==> config.mk <==
export PLATFORM = sky130hd
export DESIGN_NAME = der_cert_key_sig_extractor
export DESIGN_NICKNAME = d
export VERILOG_FILES = /design/src/design/dcks_pkg.sv /design/src/design/dcks_step.sv /design/src/design/der_cert_key_sig_extractor.sv
export SDC_FILE = /design/constraint.sdc
export NUM_CORES = 1
export LEC_CHECK = 0
export BUFFER_PORTS_ARGS = -buffer_cell sky130_fd_sc_hd__buf_2
export CORE_ASPECT_RATIO = 0.9
export CORE_MARGIN = 2
export CORE_UTILIZATION = 50
export CTS_CLUSTER_SIZE = 16
export DETAILED_ROUTE_END_ITERATION = 8
export PLACE_DENSITY = 0.67
export SLEW_MARGIN = 20
export SYNTH_ARGS = -nofsm -noshare
export SYNTH_HDL_FRONTEND = slang
export SYNTH_SLANG_ARGS = --single-unit
==> constraint.sdc <==
create_clock -name clk -period 5.1 [get_ports clk]
set_input_delay 0.51 -clock clk [delete_from_list [all_inputs] [get_ports clk]]
set_output_delay 0.51 -clock clk [all_outputs]
set_load 0.02 [all_outputs]
==> src/design/dcks_pkg.sv <==
`timescale 1ns / 1ps
`default_nettype none

package dcks_pkg;

  // Position in the fixed certificate schema.
  typedef enum logic [3:0] {
    STG_OUTER   = 4'd0,
    STG_TBS     = 4'd1,
    STG_SKIP    = 4'd2,
    STG_KEYSEQ  = 4'd3,
    STG_ALGID   = 4'd4,
    STG_KEYBITS = 4'd5,
    STG_TBSREST = 4'd6,
    STG_SIGALG  = 4'd7,
    STG_SIGBITS = 4'd8,
    STG_SIGSEQ  = 4'd9,
    STG_INT1    = 4'd10,
    STG_INT2    = 4'd11
  } stage_t;

  // Position inside one element header.
  typedef enum logic [2:0] {
    PH_TAG  = 3'd0,
    PH_LEN  = 3'd1,
    PH_LONG = 3'd2,
    PH_ZCHK = 3'd3,
    PH_BODY = 3'd4
  } phase_t;

  typedef enum logic [2:0] {
    STS_OK        = 3'd0,
    STS_WRONG_TAG = 3'd1,
    STS_BAD_LEN   = 3'd2,
    STS_TRUNC     = 3'd3,
    STS_SIG_OVF   = 3'd4,
    STS_KEY_OVF   = 3'd5
  } status_t;

  localparam int unsigned KEY_CAP_W     = 11;
  localparam logic [KEY_CAP_W-1:0] KEY_CAP_RESET = 11'd65;

  localparam logic [7:0] TAG_SEQUENCE   = 8'h30;
  localparam logic [7:0] TAG_BIT_STRING = 8'h03;
  localparam logic [7:0] TAG_INTEGER    = 8'h02;
  localparam logic [6:0] MAX_LEN_BYTES  = 7'd4;
  localparam logic [2:0] SKIP_ELEMS     = 3'd6;

  typedef struct packed {
    stage_t               stage;
    phase_t               phase;
    logic [2:0]           len_left;
    logic [31:0]          elem_left;
    logic [31:0]          tbs_left;
    logic [2:0]           skip_cnt;
    logic [KEY_CAP_W-1:0] key_cnt;
  } parse_state_t;

  localparam parse_state_t PARSE_RESET = '{
    stage:     STG_OUTER,
    phase:     PH_TAG,
    len_left:  3'd0,
    elem_left: 32'd0,
    tbs_left:  32'd0,
    skip_cnt:  3'd0,
    key_cnt:   '0
  };

  // Per-byte result flags.
  typedef struct packed {
    logic    tbs;
    logic    key;
    logic    sig;
    logic    done;
    status_t status;
  } res_t;

endpackage

`default_nettype wire

==> src/design/dcks_step.sv <==
`timescale 1ns / 1ps
`default_nettype none

module dcks_step #(
  parameter int unsigned SIG_BYTES = 64,
  parameter int unsigned SIG_CNT_W = 7
) (
  input  wire logic [7:0]                        byte_i,
  input  wire logic                              last_i,
  input  wire logic [dcks_pkg::KEY_CAP_W-1:0]    key_cap_i,
  input  wire dcks_pkg::parse_state_t            st_i,
  input  wire logic [SIG_CNT_W-1:0]              sig_cnt_i,
  input  wire logic                              fin_i,
  output dcks_pkg::parse_state_t                 st_o,
  output logic [SIG_CNT_W-1:0]                   sig_cnt_o,
  output logic                                   fin_o,
  output dcks_pkg::res_t                         res_o
);

  typedef struct packed {
    dcks_pkg::parse_state_t st;
    logic                   done;
  } walk_t;

  function automatic logic [7:0] expected_tag(input dcks_pkg::stage_t stg);
    logic [7:0] t;
    if (stg == dcks_pkg::STG_KEYBITS || stg == dcks_pkg::STG_SIGBITS) begin
      t = dcks_pkg::TAG_BIT_STRING;
    end else if (stg == dcks_pkg::STG_INT1 || stg == dcks_pkg::STG_INT2) begin
      t = dcks_pkg::TAG_INTEGER;
    end else begin
      t = dcks_pkg::TAG_SEQUENCE;
    end
    return t;
  endfunction

  function automatic walk_t complete_elem(input dcks_pkg::parse_state_t s);
    walk_t w;
    w.st = s;
    w.done = 1'b0;
    w.st.phase = dcks_pkg::PH_TAG;
    unique case (s.stage)
      dcks_pkg::STG_SKIP: begin
        w.st.skip_cnt = s.skip_cnt + 3'd1;
        if (w.st.skip_cnt >= dcks_pkg::SKIP_ELEMS) begin
          w.st.stage = dcks_pkg::STG_KEYSEQ;
        end
      end
      dcks_pkg::STG_ALGID:  w.st.stage = dcks_pkg::STG_KEYBITS;
      dcks_pkg::STG_KEYBITS: begin
        w.st.stage = (s.tbs_left == 32'd0) ? dcks_pkg::STG_SIGALG : dcks_pkg::STG_TBSREST;
      end
      dcks_pkg::STG_SIGALG: w.st.stage = dcks_pkg::STG_SIGBITS;
      dcks_pkg::STG_INT1:   w.st.stage = dcks_pkg::STG_INT2;
      default:              w.done = 1'b1;
    endcase
    return w;
  endfunction

  // Containers are entered directly; their content is walked as headers.
  function automatic walk_t enter_body(input dcks_pkg::parse_state_t s);
    walk_t w;
    w.st = s;
    w.done = 1'b0;
    unique case (s.stage)
      dcks_pkg::STG_OUTER: begin
        w.st.stage = dcks_pkg::STG_TBS;
        w.st.phase = dcks_pkg::PH_TAG;
      end
      dcks_pkg::STG_TBS: begin
        w.st.stage = dcks_pkg::STG_SKIP;
        w.st.phase = dcks_pkg::PH_TAG;
      end
      dcks_pkg::STG_KEYSEQ: begin
        w.st.stage = dcks_pkg::STG_ALGID;
        w.st.phase = dcks_pkg::PH_TAG;
      end
      dcks_pkg::STG_SIGBITS: begin
        w.st.stage = dcks_pkg::STG_SIGSEQ;
        w.st.phase = dcks_pkg::PH_TAG;
      end
      dcks_pkg::STG_SIGSEQ: begin
        w.st.stage = dcks_pkg::STG_INT1;
        w.st.phase = dcks_pkg::PH_TAG;
      end
      default: begin
        if (s.elem_left == 32'd0) begin
          w = complete_elem(s);
        end else begin
          w.st.phase = dcks_pkg::PH_BODY;
        end
      end
    endcase
    return w;
  endfunction

  function automatic walk_t header_done(input dcks_pkg::parse_state_t s);
    walk_t                  w;
    dcks_pkg::parse_state_t t;
    t = s;
    if (s.stage == dcks_pkg::STG_TBS) begin
      t.tbs_left = s.elem_left;
    end
    if (s.stage != dcks_pkg::STG_SKIP && s.elem_left != 32'd0) begin
      w.st = t;
      w.st.phase = dcks_pkg::PH_ZCHK;
      w.done = 1'b0;
    end else begin
      w = enter_body(t);
    end
    return w;
  endfunction

  always_comb begin
    dcks_pkg::parse_state_t s;
    walk_t                  w;
    logic [SIG_CNT_W-1:0]   sig;
    logic                   fin;
    logic                   done;
    dcks_pkg::status_t      stat;
    logic                   rt;
    logic                   rk;
    logic                   rs;
    logic                   region;
    logic                   is_int;
    logic [6:0]             n;

    s = st_i;
    sig = sig_cnt_i;
    fin = fin_i;
    done = 1'b0;
    stat = dcks_pkg::STS_OK;
    rt = 1'b0;
    rk = 1'b0;
    rs = 1'b0;
    n = byte_i[6:0];
    w.st = st_i;
    w.done = 1'b0;
    region = (st_i.stage == dcks_pkg::STG_TBS && st_i.phase == dcks_pkg::PH_ZCHK) ||
             (st_i.stage >= dcks_pkg::STG_SKIP && st_i.stage <= dcks_pkg::STG_TBSREST);
    is_int = 1'b0;

    if (fin_i) begin
      // Drain the rest of a certificate that ended early.
      if (last_i) begin
        s = dcks_pkg::PARSE_RESET;
        sig = '0;
        fin = 1'b0;
      end
    end else begin
      if (region) begin
        if (s.tbs_left == 32'd0) begin
          done = 1'b1;
          stat = dcks_pkg::STS_BAD_LEN;
        end else begin
          s.tbs_left = s.tbs_left - 32'd1;
          rt = 1'b1;
        end
      end else if (s.stage == dcks_pkg::STG_TBS) begin
        rt = 1'b1;
      end

      if (!done) begin
        if (s.stage == dcks_pkg::STG_TBSREST) begin
          if (s.tbs_left == 32'd0) begin
            s.stage = dcks_pkg::STG_SIGALG;
          end
        end else begin
          // A nonzero byte where a leading zero may stand belongs to the body, or to the
          // first inner element of a container, so it is handled again in the new phase.
          if (s.phase == dcks_pkg::PH_ZCHK && byte_i != 8'd0) begin
            w = enter_body(s);
            s = w.st;
          end
          is_int = (s.stage == dcks_pkg::STG_INT1 || s.stage == dcks_pkg::STG_INT2);
          unique case (s.phase)
            dcks_pkg::PH_TAG: begin
              if (s.stage != dcks_pkg::STG_SKIP && byte_i != expected_tag(s.stage)) begin
                done = 1'b1;
                stat = dcks_pkg::STS_WRONG_TAG;
              end else begin
                s.phase = dcks_pkg::PH_LEN;
              end
            end
            dcks_pkg::PH_LEN: begin
              if (!byte_i[7]) begin
                s.elem_left = {24'd0, byte_i};
                w = header_done(s);
                s = w.st;
                done = w.done;
              end else if (n == 7'd0 || n > dcks_pkg::MAX_LEN_BYTES) begin
                done = 1'b1;
                stat = dcks_pkg::STS_BAD_LEN;
              end else begin
                s.len_left = n[2:0];
                s.elem_left = 32'd0;
                s.phase = dcks_pkg::PH_LONG;
              end
            end
            dcks_pkg::PH_LONG: begin
              s.elem_left = {s.elem_left[23:0], byte_i};
              s.len_left = s.len_left - 3'd1;
              if (s.len_left == 3'd0) begin
                w = header_done(s);
                s = w.st;
                done = w.done;
              end
            end
            dcks_pkg::PH_ZCHK: begin
              // Only a zero byte reaches here.
              s.elem_left = s.elem_left - 32'd1;
              w = enter_body(s);
              s = w.st;
              done = w.done;
            end
            default: begin
              if (s.stage == dcks_pkg::STG_KEYBITS && s.key_cnt >= key_cap_i) begin
                done = 1'b1;
                stat = dcks_pkg::STS_KEY_OVF;
              end else if (is_int && sig >= SIG_CNT_W'(SIG_BYTES)) begin
                done = 1'b1;
                stat = dcks_pkg::STS_SIG_OVF;
              end else begin
                if (s.stage == dcks_pkg::STG_KEYBITS) begin
                  s.key_cnt = s.key_cnt + dcks_pkg::KEY_CAP_W'(1);
                  rk = 1'b1;
                end else if (is_int) begin
                  sig = sig + SIG_CNT_W'(1);
                  rs = 1'b1;
                end
                s.elem_left = s.elem_left - 32'd1;
                if (s.elem_left == 32'd0) begin
                  w = complete_elem(s);
                  s = w.st;
                  done = w.done;
                end
              end
            end
          endcase
        end
      end

      if (done && stat != dcks_pkg::STS_OK) begin
        rt = 1'b0;
        rk = 1'b0;
        rs = 1'b0;
      end
      if (!done && last_i) begin
        done = 1'b1;
        stat = dcks_pkg::STS_TRUNC;
      end
      if (done) begin
        if (last_i) begin
          s = dcks_pkg::PARSE_RESET;
          sig = '0;
          fin = 1'b0;
        end else begin
          fin = 1'b1;
        end
      end
    end

    st_o = s;
    sig_cnt_o = sig;
    fin_o = fin;
    res_o.tbs = rt;
    res_o.key = rk;
    res_o.sig = rs;
    res_o.done = done;
    res_o.status = stat;
  end

endmodule

`default_nettype wire

==> src/design/der_cert_key_sig_extractor.sv <==
`timescale 1ns / 1ps
`default_nettype none

// Channel | Dir | Handshake           | Payload
// in      | in  | in_valid / in_stall | in_byte, in_last_byte
// out     | out | out_valid/out_stall | out_byte, out_in_tbs/key/sig, out_done_res, out_status
// cfg     | in  | cfg_valid/cfg_ready | cfg_key_capacity
//
// One byte per cycle sustained while out_stall is low. The parse step runs between
// the input register and the result register, so a result is offered on the output
// once its byte has passed through both registers.
// Reset is synchronous: it clears the parser and sets key_capacity to 65.
// A stalled result holds; the input stalls only when both registers are full
// and the result cannot leave. cfg_ready is always high.
module der_cert_key_sig_extractor #(
  parameter int unsigned SIG_BYTES = 64
) (
  input  wire logic                            clk,
  input  wire logic                            rst_n,
  input  wire logic                            in_valid,
  output logic                                 in_stall,
  input  wire logic [7:0]                      in_byte,
  input  wire logic                            in_last_byte,
  output logic                                 out_valid,
  input  wire logic                            out_stall,
  output logic [7:0]                           out_byte,
  output logic                                 out_in_tbs,
  output logic                                 out_in_key,
  output logic                                 out_in_sig,
  output logic                                 out_done_res,
  output logic [2:0]                           out_status,
  input  wire logic                            cfg_valid,
  output logic                                 cfg_ready,
  input  wire logic [dcks_pkg::KEY_CAP_W-1:0]  cfg_key_capacity
);

  localparam int unsigned SIG_CNT_W = $clog2(SIG_BYTES + 1);

  logic                               s1_vld_r;
  logic [7:0]                         s1_byte_r;
  logic                               s1_last_r;
  logic                               adv;

  dcks_pkg::parse_state_t             st_r;
  dcks_pkg::parse_state_t             st_nxt;
  logic [SIG_CNT_W-1:0]               sig_cnt_r;
  logic [SIG_CNT_W-1:0]               sig_cnt_nxt;
  logic                               fin_r;
  logic                               fin_nxt;
  dcks_pkg::res_t                     res;
  logic [dcks_pkg::KEY_CAP_W-1:0]     key_cap_r;

  logic                               out_valid_r;
  logic [7:0]                         out_byte_r;
  dcks_pkg::res_t                     out_res_r;

  assign adv       = !out_valid_r || !out_stall;
  assign in_stall  = s1_vld_r && !adv;
  assign cfg_ready = 1'b1;

  dcks_step #(
    .SIG_BYTES (SIG_BYTES),
    .SIG_CNT_W (SIG_CNT_W)
  ) u_step (
    .byte_i    (s1_byte_r),
    .last_i    (s1_last_r),
    .key_cap_i (key_cap_r),
    .st_i      (st_r),
    .sig_cnt_i (sig_cnt_r),
    .fin_i     (fin_r),
    .st_o      (st_nxt),
    .sig_cnt_o (sig_cnt_nxt),
    .fin_o     (fin_nxt),
    .res_o     (res)
  );

  always_ff @(posedge clk) begin
    if (!rst_n) begin
      key_cap_r <= dcks_pkg::KEY_CAP_RESET;
    end else if (cfg_valid && cfg_ready) begin
      key_cap_r <= cfg_key_capacity;
    end
  end

  always_ff @(posedge clk) begin
    if (!rst_n) begin
      s1_vld_r <= 1'b0;
    end else if (in_valid && !in_stall) begin
      s1_vld_r <= 1'b1;
    end else if (adv) begin
      s1_vld_r <= 1'b0;
    end
  end

  always_ff @(posedge clk) begin
    if (in_valid && !in_stall) begin
      s1_byte_r <= in_byte;
      s1_last_r <= in_last_byte;
    end
  end

  // Parser state moves only when a byte transfers into the result register.
  always_ff @(posedge clk) begin
    if (!rst_n) begin
      st_r        <= dcks_pkg::PARSE_RESET;
      sig_cnt_r   <= '0;
      fin_r       <= 1'b0;
      out_valid_r <= 1'b0;
    end else if (adv) begin
      out_valid_r <= s1_vld_r;
      if (s1_vld_r) begin
        st_r      <= st_nxt;
        sig_cnt_r <= sig_cnt_nxt;
        fin_r     <= fin_nxt;
      end
    end
  end

  always_ff @(posedge clk) begin
    if (adv && s1_vld_r) begin
      out_byte_r <= s1_byte_r;
      out_res_r  <= res;
    end
  end

  assign out_valid    = out_valid_r;
  assign out_byte     = out_byte_r;
  assign out_in_tbs   = out_res_r.tbs;
  assign out_in_key   = out_res_r.key;
  assign out_in_sig   = out_res_r.sig;
  assign out_done_res = out_res_r.done;
  assign out_status   = out_res_r.status;

  a_status_needs_done: assert property (@(posedge clk) disable iff (!rst_n)
    (out_valid_r && out_res_r.status != dcks_pkg::STS_OK) |-> out_res_r.done)
    else $error("nonzero status without done");

  a_fail_clears_flags: assert property (@(posedge clk) disable iff (!rst_n)
    (out_valid_r && out_res_r.status != dcks_pkg::STS_OK &&
     out_res_r.status != dcks_pkg::STS_TRUNC)
    |-> (!out_res_r.tbs && !out_res_r.key && !out_res_r.sig))
    else $error("failing byte carries region flags");

  a_key_inside_tbs: assert property (@(posedge clk) disable iff (!rst_n)
    (out_valid_r && out_res_r.key) |-> (out_res_r.tbs && !out_res_r.sig))
    else $error("key byte outside the signed section");

  a_stall_needs_full: assert property (@(posedge clk) disable iff (!rst_n)
    in_stall |-> (s1_vld_r && out_valid_r))
    else $error("input stalled with a free register");

endmodule

`default_nettype wire
After elaboration in Yosys (flattened, before gate mapping)
Index checks and enable logic that the tools add are counted.
{"block": "op_classes", "n_addsub": 7, "n_lt_le_gt_ge": 7, "n_eq_ne": 27, "n_mux": 131, "n_reduce_logical": 53}
{"cell": "2-to-1 mux 88 bit", "n": 13}
{"cell": "2-to-1 mux 32 bit", "n": 15}
{"cell": "one-hot mux 81 bit (4 select lines)", "n": 1}
{"cell": "zero test 32 bit", "n": 8}
{"cell": "2-to-1 mux 89 bit", "n": 2}
{"cell": "one-hot mux 7 bit (5 select lines)", "n": 4}
{"cell": "2-to-1 mux 15 bit", "n": 8}
{"cell": "2-to-1 mux 84 bit", "n": 1}
{"cell": "one-hot mux 4 bit (5 select lines)", "n": 4}
{"cell": "2-to-1 mux 7 bit", "n": 11}
{"cell": "2-to-1 mux 38 bit", "n": 2}
{"cell": "subtractor 32 x 1 -> 32 bit (second input constant)", "n": 2}
{"cell": "2-to-1 mux 3 bit", "n": 16}
{"cell": "2-to-1 mux 46 bit", "n": 1}
{"cell": "2-to-1 mux 8 bit", "n": 5}
{"cell": "2-to-1 mux 4 bit", "n": 9}
{"cell": "nonzero test 32 bit", "n": 1}
{"cell": "2-to-1 mux 1 bit", "n": 31}
{"cell": "equality test 4 x 3 -> 1 bit (second input constant)", "n": 7}
{"cell": "equality test 4 bit (second input constant)", "n": 7}
{"cell": "OR reduction 5 bit", "n": 4}
{"cell": "equality test 4 x 2 -> 1 bit (second input constant)", "n": 4}
{"cell": "one-hot mux 4 bit (4 select lines)", "n": 1}
{"cell": "logical AND 1 bit", "n": 13}
{"cell": "37 further kinds", "n": 55}
{"block": "word_totals", "register_bits": 133, "input_bits": 25, "out_inout_bits": 18, "elab_cells": 246}

Logic depth before layout (Yosys ltp)
Gate-level depths: netlist of run 1.
{"block": "logic_depth", "ltp_word": 38, "depth_mapped": 20, "ltp_nobuf": 17}

By module
A second synthesis of run 1 with hierarchy kept.
{"block": "hier_totals", "cells_unflattened": 1685, "area_unflattened_um2": 11946.5}
{"module": "dcks_step", "instances": 1, "cells_each": 1199, "area_per_inst_um2": 6905.4, "seq_area_each_um2": 0.0}
{"module": "der_cert_key_sig_extractor", "instances": 1, "cells_each": 486, "area_per_inst_um2": 5041.1, "seq_area_each_um2": 2902.8}

Least setup slack after synthesis of run 1
No wires, ideal clock.
{"block": "synth_timing", "path_kind": "reg-to-reg", "startpoint": "register st_r[46] in the netlist's numbering", "endpoint": "register st_r[13] in the netlist's numbering", "setup_ns": 0.059, "arrival_ns": 4.251, "t_required_ns": 5.041, "setup_slack_ns": 0.790, "stages_incl_launch_ff": 20, "n_path_buf": 5, "period_less_slack_ns": 4.310, "cell_sequence": "dfxtp_1 > clkbuf_1 > inv_1 > ha_1 > or3b_1 > clkbuf_1 > nor2_1 > nand4_1 > or4_1 > and4_1 > buf_2 > o311a_1 > a41o_1 > buf_2 > nor2_2 > buf_2 > nand4_1 > xnor2_1 > a211oi_1 > o31a_1"}
{"block": "synth_between", "elab_chain_len": 28, "elab_cells_between_ends": 82, "cone_classes": "add/sub: 2; eq/ne: 15; mux: 48; reduce/logical: 17"}
{"item": "start: declaration", "line": "der_cert_key_sig_extractor.sv:44", "text": "dcks_pkg::parse_state_t st_r;"}
{"item": "start signal: assignment", "line": "der_cert_key_sig_extractor.sv:105", "text": "st_r <= dcks_pkg::PARSE_RESET;"}
{"item": "start signal: assignment", "line": "der_cert_key_sig_extractor.sv:112", "text": "st_r <= st_nxt;"}
{"item": "zero test 32 bit", "line": "dcks_step.sv:87", "text": "if (s.elem_left == 32'd0) begin"}
{"item": "2-to-1 mux 4 bit", "line": "dcks_step.sv:87"}
{"item": "one-hot mux 7 bit (5 select lines)", "line": "dcks_step.sv:65", "text": "unique case (s.stage)"}
{"item": "2-to-1 mux 88 bit (*)", "line": "dcks_step.sv:171", "text": "if (s.phase == dcks_pkg::PH_ZCHK && byte_i != 8'd0) begin"}
{"item": "2-to-1 mux 88 bit (*)", "line": "dcks_step.sv:164", "text": "if (s.stage == dcks_pkg::STG_TBSREST) begin"}
{"item": "2-to-1 mux 88 bit (*)", "line": "dcks_step.sv:163", "text": "if (!done) begin"}
{"item": "2-to-1 mux 88 bit (*)", "line": "dcks_step.sv:143", "text": "if (fin_i) begin"}
{"item": "equality test 4 bit (on tied branches)", "line": "dcks_step.sv:29, dcks_step.sv:42, dcks_step.sv:175"}
{"item": "[... 12 more ...]"}
{"item": "2-to-1 mux 1 bit", "line": "dcks_step.sv:163"}
{"item": "2-to-1 mux 1 bit", "line": "dcks_step.sv:143"}
{"item": "zero test 1 bit", "line": "dcks_step.sv:248", "text": "if (!done && last_i) begin"}
{"item": "logical AND 1 bit", "line": "dcks_step.sv:248"}
{"item": "2-to-1 mux 1 bit", "line": "dcks_step.sv:248"}
{"item": "2-to-1 mux 1 bit", "line": "dcks_step.sv:143"}
{"item": "2-to-1 mux 88 bit (*)", "line": "dcks_step.sv:252", "text": "if (done) begin"}
{"item": "2-to-1 mux 88 bit (*)", "line": "dcks_step.sv:143"}
Mark *: on every way between the ends. The rest lies on a longest branch, timed or not. The select of a mux whose other input is x is not followed.
A chain may end at the register's enable or synchronous reset.

Worst setup path after layout of run 1
{"block": "layout_timing", "startpoint": "register st_r[26] in the netlist's numbering", "endpoint": "register out_res_r, in the netlist out_in_tbs (data pin)"}
{"block": "layout_between", "elab_chain_len": 31, "elab_cells_between_ends": 80, "cone_classes": "add/sub: 1; eq/ne: 12; mux: 52; reduce/logical: 15"}
{"item": "subtractor 32 x 1 -> 32 bit or zero test 32 bit (tied branches)", "line": "dcks_step.sv:156, dcks_step.sv:152"}
{"item": "2-to-1 mux 32 bit", "line": "dcks_step.sv:152", "text": "if (s.tbs_left == 32'd0) begin"}
{"item": "2-to-1 mux 32 bit", "line": "dcks_step.sv:151", "text": "if (region) begin"}
{"item": "2-to-1 mux 32 bit", "line": "dcks_step.sv:143"}
{"item": "zero test 32 bit", "line": "dcks_step.sv:51", "text": "w.st.stage = (s.tbs_left == 32'd0) ? dcks_pkg::STG_SIGALG : dcks_pkg::STG_TBSREST;"}
{"item": "2-to-1 mux 1 bit", "line": "dcks_step.sv:51"}
{"item": "one-hot mux 4 bit (5 select lines)", "line": "dcks_step.sv:42", "text": "unique case (s.stage)"}
{"item": "2-to-1 mux 4 bit", "line": "dcks_step.sv:87"}
{"item": "[... 15 more ...]"}
{"item": "2-to-1 mux 3 bit", "line": "dcks_step.sv:178", "text": "if (s.stage != dcks_pkg::STG_SKIP && byte_i != expected_tag(s.stage)) begin"}
{"item": "one-hot mux 3 bit (3 select lines)", "line": "dcks_step.sv:176", "text": "unique case (s.phase)"}
{"item": "2-to-1 mux 3 bit", "line": "dcks_step.sv:164"}
{"item": "2-to-1 mux 3 bit", "line": "dcks_step.sv:163"}
{"item": "2-to-1 mux 3 bit", "line": "dcks_step.sv:143"}
{"item": "nonzero test 3 bit", "line": "dcks_step.sv:243", "text": "if (done && stat != dcks_pkg::STS_OK) begin"}
{"item": "logical AND 1 bit", "line": "dcks_step.sv:243"}
{"item": "OR reduction 2 bit (no line)"}
{"item": "end signal: assignment", "line": "der_cert_key_sig_extractor.sv:122", "text": "out_res_r <= res;"}
{"item": "end: declaration", "line": "der_cert_key_sig_extractor.sv:55", "text": "dcks_pkg::res_t out_res_r;"}
Several ways; a longest one is shown, not always the timed one. The select of a mux whose other input is x is not followed.

==> results.md, run 1 <==
- Seq cells post-synth: 133
- Sw Ratio: 0.263
- CP Capture Point: out_in_tbs
- Clock power share: 0.504
- Pre-CTS setup slack: 0.431 ns
- Vias in the first global route: 10,300
- Post-synth top area share: 0.208
- Global-route wire length before repair: 59.9 mm
- Final hold viol count: 0
- Tcrit/Tclk final: 0.922
- Clk sink count: 133
- Vias per inst: 6.58
- Setup_tns: 0 ns
- Clock root buffer: clkbuf_16
- ANT cells: 0
- Logic pwr share: 0.061
- Initial antenna violation count: 0
- Die ar.: 22,100 um2
- Longest Clk Path Bufs: 2
- Switching pwr: 0.000665 W
- Post-synth EDFFs: 24
- CTS tree: yes
- CP required: 5.37 ns
- Total wire length: 38.5 mm
- CP Max Fanout: 13
- Int Power: 0.00186 W
- Max Cap Viol: 0
- Grt total ovfl: 0
- Via count: 11,300
- Setup violators final: 0
- Overall power: 0.00253 W
- Least-Margin Pin Slew: 1.09 ns
- CTS buffer count: 17
- Gr usage total: 0.348
- Routability cong.: 1.02
- Sequential share of power: 0.435
- Clock latency on the worst-skew pair: 0.44 ns
- Reg2Reg Depth: 13
- I/O Buffers: 41
- Cts hold-fix bufs: 0
- Hold Crit Start: in_last_byte
- Resize count post-CTS: 0
- Synth area leader: dfxtp_1
- Most used DFF post-synth: dfxtp_1
- Max Clk Rate: 213 MHz
- Post-route ant nets: 0
- Starting Density: 0.507
- Layout cells sized above 1: 0.116
- Critical Path Start Type: register
- Setup bufs post-CTS: 0
- Unrepaired setup endpoints after global routing: false
- Critical path class: register to register
- H-tree level count: 4
- Largest net degree at the start of global routing: 51
- CP Data Arrival Time: 4.97 ns
- Capturing point of the worst reg2reg path: out_in_tbs
- Worst vdd ir: 0.172 mV
- Syn avg cell area: 7.31 um2
- Reg2Reg Setup Slack: 0.40 ns
- Synth area leaders: dfxtp_1, edfxtp_1, nand2_1
- Worst flop-to-flop path startpoint: st_r[26]
- Layout Area Growth over Synthesis: 11.8%
- Final net count: 1,494
- Num rows: 50
- I/O pin count: 43
- Min Clock Period, post-route: 4.70 ns
- Crit end category: register
- Core Region: 20,600 um2
- Yosys cell types: 85
- Synth warn: 0
- Fin util: 0.567
- DRT Pass-1 Iters: 5
- Die W: 157 um
- Synth Instances: 1,432
- WL/cell: 22.4 um
- Syn nets: 1,479
- DR iter-0 viols: 1,352
- Register area share after synthesis: 0.277
- Rel. slew slack: 0.271
- Outcome: complete, no violations
- Slew Viols, Final: 0
- CP startpoint: st_r[26]
- Die Height: 141 um
- HPWL after DPL: 26.9 mm
- Fin worst setup slack: 0.396 ns
- Clock transition at the registers of the reported paths: 0.07 ns
- Ys async rst share: 0
- Setup Skew: 0.0121 ns
- Fill cell count: 2,016
- Pleak: 4.45 nW
- PD cells: 216 nW/um2
- Synth Cell Area: 10,500 um2
- DRC errors left: 0
- Hold Path Class: primary input to register
## layout make-up
type                            count  area, um2  area share
Clock buffer                       19        433      0.0370
Clock inverter                     13        146      0.0125
Inverter                           33        124      0.0106
Multi-Input combinational cell   1151       7050       0.602
Sequential cell                   133       2900       0.248
Tap cell                          260        325      0.0278
Timing Repair Buffer              111        731      0.0624
## synth_stat cells (26+ instances only)
| cell | number |
|---|---|
| or3_1 | 26 |
| o21ai_0 | 112 |
| nor2_1 | 118 |
| xnor2_1 | 33 |
| a22oi_1 | 37 |
| nand3_1 | 43 |
| nand2_1 | 152 |
| dfxtp_1 | 109 |
| a21oi_1 | 90 |
| nor4_1 | 37 |
| inv_1 | 33 |
| xor2_1 | 33 |
| nor3_1 | 58 |
| clkbuf_1 | 103 |
| nor2b_1 | 50 |
## kinds of logic (layout without fill, tap and decap cells)
kind of cell,count (synthesis),count (layout),synth area share
compound gates,439,439,0.272
xor+xnor,66,66,0.0552
fa+ha+maj,22,22,0.0263
buf+inv,148,176,0.0550
flops,133,133,0.277
mux,16,16,0.0154
other cells,1,1,0.000358
simple gates,607,607,0.299
## per-layer routing
metal	GRT usage	share of wire	vias to the layer above
met5	0	0	-
met4	0.136	0.028	0
met3	0.0733	0.10	90
met2	0.523	0.43	597
met1	0.487	0.44	5322
li1	-	-	5316
## metrics by stage
step           hold WS (ns)  instances  area, um2
2_1_floorplan         0.424       1432      10500
3_3_place_gp          0.468       1688      11100
3_5_place_dp          0.478       1688      11100
4_1_cts               0.236       1720      11700
5_1_grt               0.242       1720      11700
6_report              0.239       1720      11700
## power by group through the flow
stage | clock network [W] | registers (W) | logic, W
floorplan | 0 | 0.00113 | 0.0000842
global placement | 0 | 0.00112 | 0.000149
detailed placement | 0 | 0.00112 | 0.000151
CTS | 0.00129 | 0.00110 | 0.000151
global route | 0.00132 | 0.00110 | 0.000165
finish | 0.00128 | 0.00110 | 0.000155
## critical path, cell delays in order (launching register included)
cell and delay (ns):
dfxtp_1 0.36, or4_1 0.70, or3_4 0.45, o31ai_4 0.40, buf_4 0.27, nor4_1 0.10
nor4_1 0.29, and4_1 0.33, a41oi_2 0.30, or4_1 0.60, a41oi_2 0.26, nor3_2 0.09
a21oi_2 0.16, nor4b_2 0.22
## flip-flops by register name, indices dropped and copies added (netlist names)
register      flops
out_in_key        1
fin_r             1
out_in_tbs        1
s1_byte_r         8
out_valid         1
s1_last_r         1
st_r             88
s1_vld_r          1
sig_cnt_r         7
key_cap_r        11
out_status        3
out_in_sig        1
out_byte          8
out_done_res      1
## worst min path at each step
stage	to	slack, ns	depth (start not counted)
5_1_grt	s1_last_r	0.24	1
3_5_place_dp	key_cap_r[0]	0.48	2
6_report	s1_last_r	0.24	1
4_1_cts	s1_last_r	0.24	1
2_1_floorplan	out_byte[0]	0.42	0
3_3_place_gp	key_cap_r[0]	0.47	2
## cell usage in the layout (no fill, tap or decap), types with 13 or more instances in the layout
cell type / Yosys / final
nand2_1: 152 / 152
nand3_1: 43 / 43
inv_1: 33 / 33
ha_1: 22 / 22
o21ai_0: 112 / 111
mux2i_1: 15 / 15
a21o_1: 13 / 13
nand4_1: 20 / 20
dfxtp_1: 109 / 109
o21ai_1: 19 / 18
and2_1: 16 / 16
xor2_1: 33 / 33
nor2_1: 118 / 118
a21oi_1: 90 / 88
nor4_1: 37 / 37
clkbuf_16: 0 / 17
or3_1: 26 / 26
a21boi_1: 15 / 15
buf_4: 1 / 70
or4_1: 19 / 19
edfxtp_1: 24 / 24
nor3_1: 58 / 56
xnor2_1: 33 / 33
and3_1: 16 / 16
nor2b_1: 50 / 50
a22oi_1: 37 / 37
a31oi_1: 18 / 18
buf_2: 7 / 41
(Power assumes the default switching activity.)
==> inputs of run 2 (changes only) <==
CTS_BUF_LIST = sky130_fd_sc_hd__clkbuf_4   (was not set)
==> run 2 against run 1 <==
Core utilization is 1.4 points lower. Combinational power hardly changed. Highest routed layer unchanged. Final cell count hardly changed. Wire length is 0.32% lower. Critical endpoint is now out_done_res. First-iteration DRC count is 1.8% lower.
==> results.md, run 2 (synthesis gave the netlist of run 1 again) <==
- Outcome: complete, no violations (unchanged)
- Total wire length: 38.4 mm (was 38.5 mm)
- Sw Ratio: 0.295 (was 0.263)
- I/O Buffers: 41 (unchanged)
- Fill cell count: 2,058 (was 2,016)
- Unrepaired setup endpoints after global routing: false (unchanged)
- Worst vdd ir: 0.130 mV (was 0.172 mV)
- Critical Path Start Type: register (unchanged)
- CTS tree: yes (unchanged)
- Num rows: 50 (unchanged)
- Least-Margin Pin Slew: 1.07 ns (was 1.09 ns)
- Sequential share of power: 0.536 (was 0.435)
- Routability cong.: 1.02 (unchanged)
- DR iter-0 viols: 1,328 (was 1,352)
- Min Clock Period, post-route: 4.73 ns (was 4.70 ns)
- Buffers plus inverters on the worst setup path: 1 (unchanged)
- Register bank with the most flops: st_r (unchanged)
- Vias in the first global route: 10,200 (was 10,300)
- Global-route wire length before repair: 59.7 mm (was 59.9 mm)
- Hold Path Class: primary input to register (unchanged)
- Max Clk Rate: 212 MHz (was 213 MHz)
- Rel. slew slack: 0.285 (was 0.271)
- Final hold viol count: 0 (unchanged)
- Biggest regs: st_r x88, key_cap_r x11 (unchanged)
- Logic pwr share: 0.075 (was 0.061)
- Clk sink count: 133 (unchanged)
- Initial antenna violation count: 1 (was 0)
- Die Height: 141 um (unchanged)
- Layout cells sized above 1: 0.118 (was 0.116)
- Crit-path cells: or4_1, or3_4, o31ai_4, buf_4, or3_1, nand4_1, nor4_4, a41oi_2, or4_1, a41oi_2, nor3_2, o22ai_2, a21oi_1 (was or4_1, or3_4, o31ai_4, buf_4, nor4_1, nor4_1, and4_1, a41oi_2, or4_1, a41oi_2, nor3_2, a21oi_2, nor4b_2)
- Largest net degree at the start of global routing: 51 (unchanged)
- PD cells: 180 nW/um2 (was 216 nW/um2)
- Die W: 157 um (unchanged)
- Setup_tns: 0 ns (unchanged)
- WL/cell: 22.3 um (was 22.4 um)
- Critical Path Max Stage Delay: 0.70 ns (about the same)
- CTS buffer count: 17 (unchanged)
- DRT Pass-1 Iters: 8 (was 5)
- Clock power share: 0.389 (was 0.504)
- Cts hold-fix bufs: 0 (unchanged)
- CP Max Fanout: 13 (unchanged)
- Switching pwr: 0.000606 W (was 0.000665 W)
- Via count: 11,400 (was 11,300)
- Int Power: 0.00145 W (was 0.00186 W)
- Pleak: 4.32 nW (was 4.45 nW)
- Max FFs per register: 88 (unchanged)
- Setup violators final: 0 (unchanged)
- Post-route ant nets: 0 (unchanged)
- Critical path class: register to register (unchanged)
- Setup bufs post-CTS: 0 (unchanged)
- Final net count: 1,494 (unchanged)
- HPWL after DPL: 26.9 mm (unchanged)
- Tcrit/Tclk final: 0.927 (was 0.922)
- Commonest cells after routing, fill and taps aside: nand2_1, nor2_1, o21ai_0 (unchanged)
- Vias per inst: 6.65 (was 6.58)
- DRC errors left: 0 (unchanged)
- CP required: 5.43 ns (was 5.37 ns)
- Max Cap Viol: 0 (unchanged)
- Core Region: 20,600 um2 (unchanged)
- Resize count post-CTS: 0 (unchanged)
- Setup Skew: 0.0308 ns (was 0.0121 ns)
- Slew Viols, Final: 0 (unchanged)
- Layout Area Growth over Synthesis: 9.08% (was 11.8%)
- Clock latency on the worst-skew pair: 0.59 ns (was 0.44 ns)
- Grt total ovfl: 0 (unchanged)
- Most common cell after layout, fill and taps aside: nand2_1 (unchanged)
- Longest Clk Path Bufs: 2 (unchanged)
- Crit-path leading delay family: simple AND/OR/NAND/NOR gates (unchanged)
- Crit end category: register (unchanged)
- Clock transition at the registers of the reported paths: 0.16 ns (was 0.07 ns)
- H-tree level count: 4 (unchanged)
- I/O pin count: 43 (unchanged)
- Clock root buffer: clkbuf_4 (was clkbuf_16)
- Starting Density: 0.507 (unchanged)
- CP Data Arrival Time: 5.05 ns (was 4.97 ns)
- Overall power: 0.00205 W (was 0.00253 W)
- Die ar.: 22,100 um2 (unchanged)
- Gr usage total: 0.346 (was 0.348)
- Crit-path slowest cell: or4_1 (unchanged)
-- run 2: cell count changes in the layout (fill, tap and decap cells not counted), sizes merged --
| cell | before | now |
|---|---|---|
| diode | 0 | 1 |
-- run 2: final cells by class --
class | count | area, um2 | share of cell area
Clock inverter | 13 | 146 | 0.0128
Timing Repair Buffer | 111 | 731 | 0.0640
Multi-Input combinational cell | 1151 | 7050 | 0.617
Antenna cell | 1 | 2.50 | 0.000219
Sequential cell | 133 | 2900 | 0.254
Clock buffer | 19 | 143 | 0.0125
Tap cell | 260 | 325 | 0.0285
Inverter | 33 | 124 | 0.0108
-- run 2: worst paths after layout --
path                                    from           end  slack [ns]  depth (start not counted)
worst max-delay path                st_r[26]  out_done_res        0.37                         13
worst min-delay path            in_last_byte     s1_last_r        0.08                          1
worst max register to register      st_r[26]  out_done_res        0.37                         13
worst min register to register  key_cap_r[6]  key_cap_r[6]        0.50                          2
-- run 2: power groups by stage --
stage          clock (W)  combinational, W  sequential (W)
6_report        0.000798          0.000154         0.00110
5_1_grt         0.000842          0.000165         0.00110
4_1_cts         0.000808          0.000151         0.00110
3_5_place_dp           0          0.000151         0.00112
3_3_place_gp           0          0.000149         0.00112
2_1_floorplan          0         0.0000842         0.00113
-- run 2: metal layers --
layer	GRT usage	vias up	wire (um)
li1	-	5307	-
met4	0.120	0	1180
met5	0	-	0
met1	0.482	5315	16500
met3	0.0843	107	4140
met2	0.521	708	16500
-- run 2: through the flow --
| stage | worst slack [ns] | utilization | hold slack (ns) | instance area [um2] | cells |
|---|---|---|---|---|---|
| CTS | 0.414 | 0.553 | 0.0513 | 11400 | 1720 |
| detailed placement | 0.431 | 0.539 | 0.478 | 11100 | 1688 |
| floorplan | 0.790 | - | 0.424 | 10500 | 1432 |
| global route | 0.117 | 0.553 | 0.0572 | 11400 | 1721 |
| finish | 0.373 | 0.553 | 0.0760 | 11400 | 1721 |
| global placement | 0.525 | 0.539 | 0.468 | 11100 | 1688 |
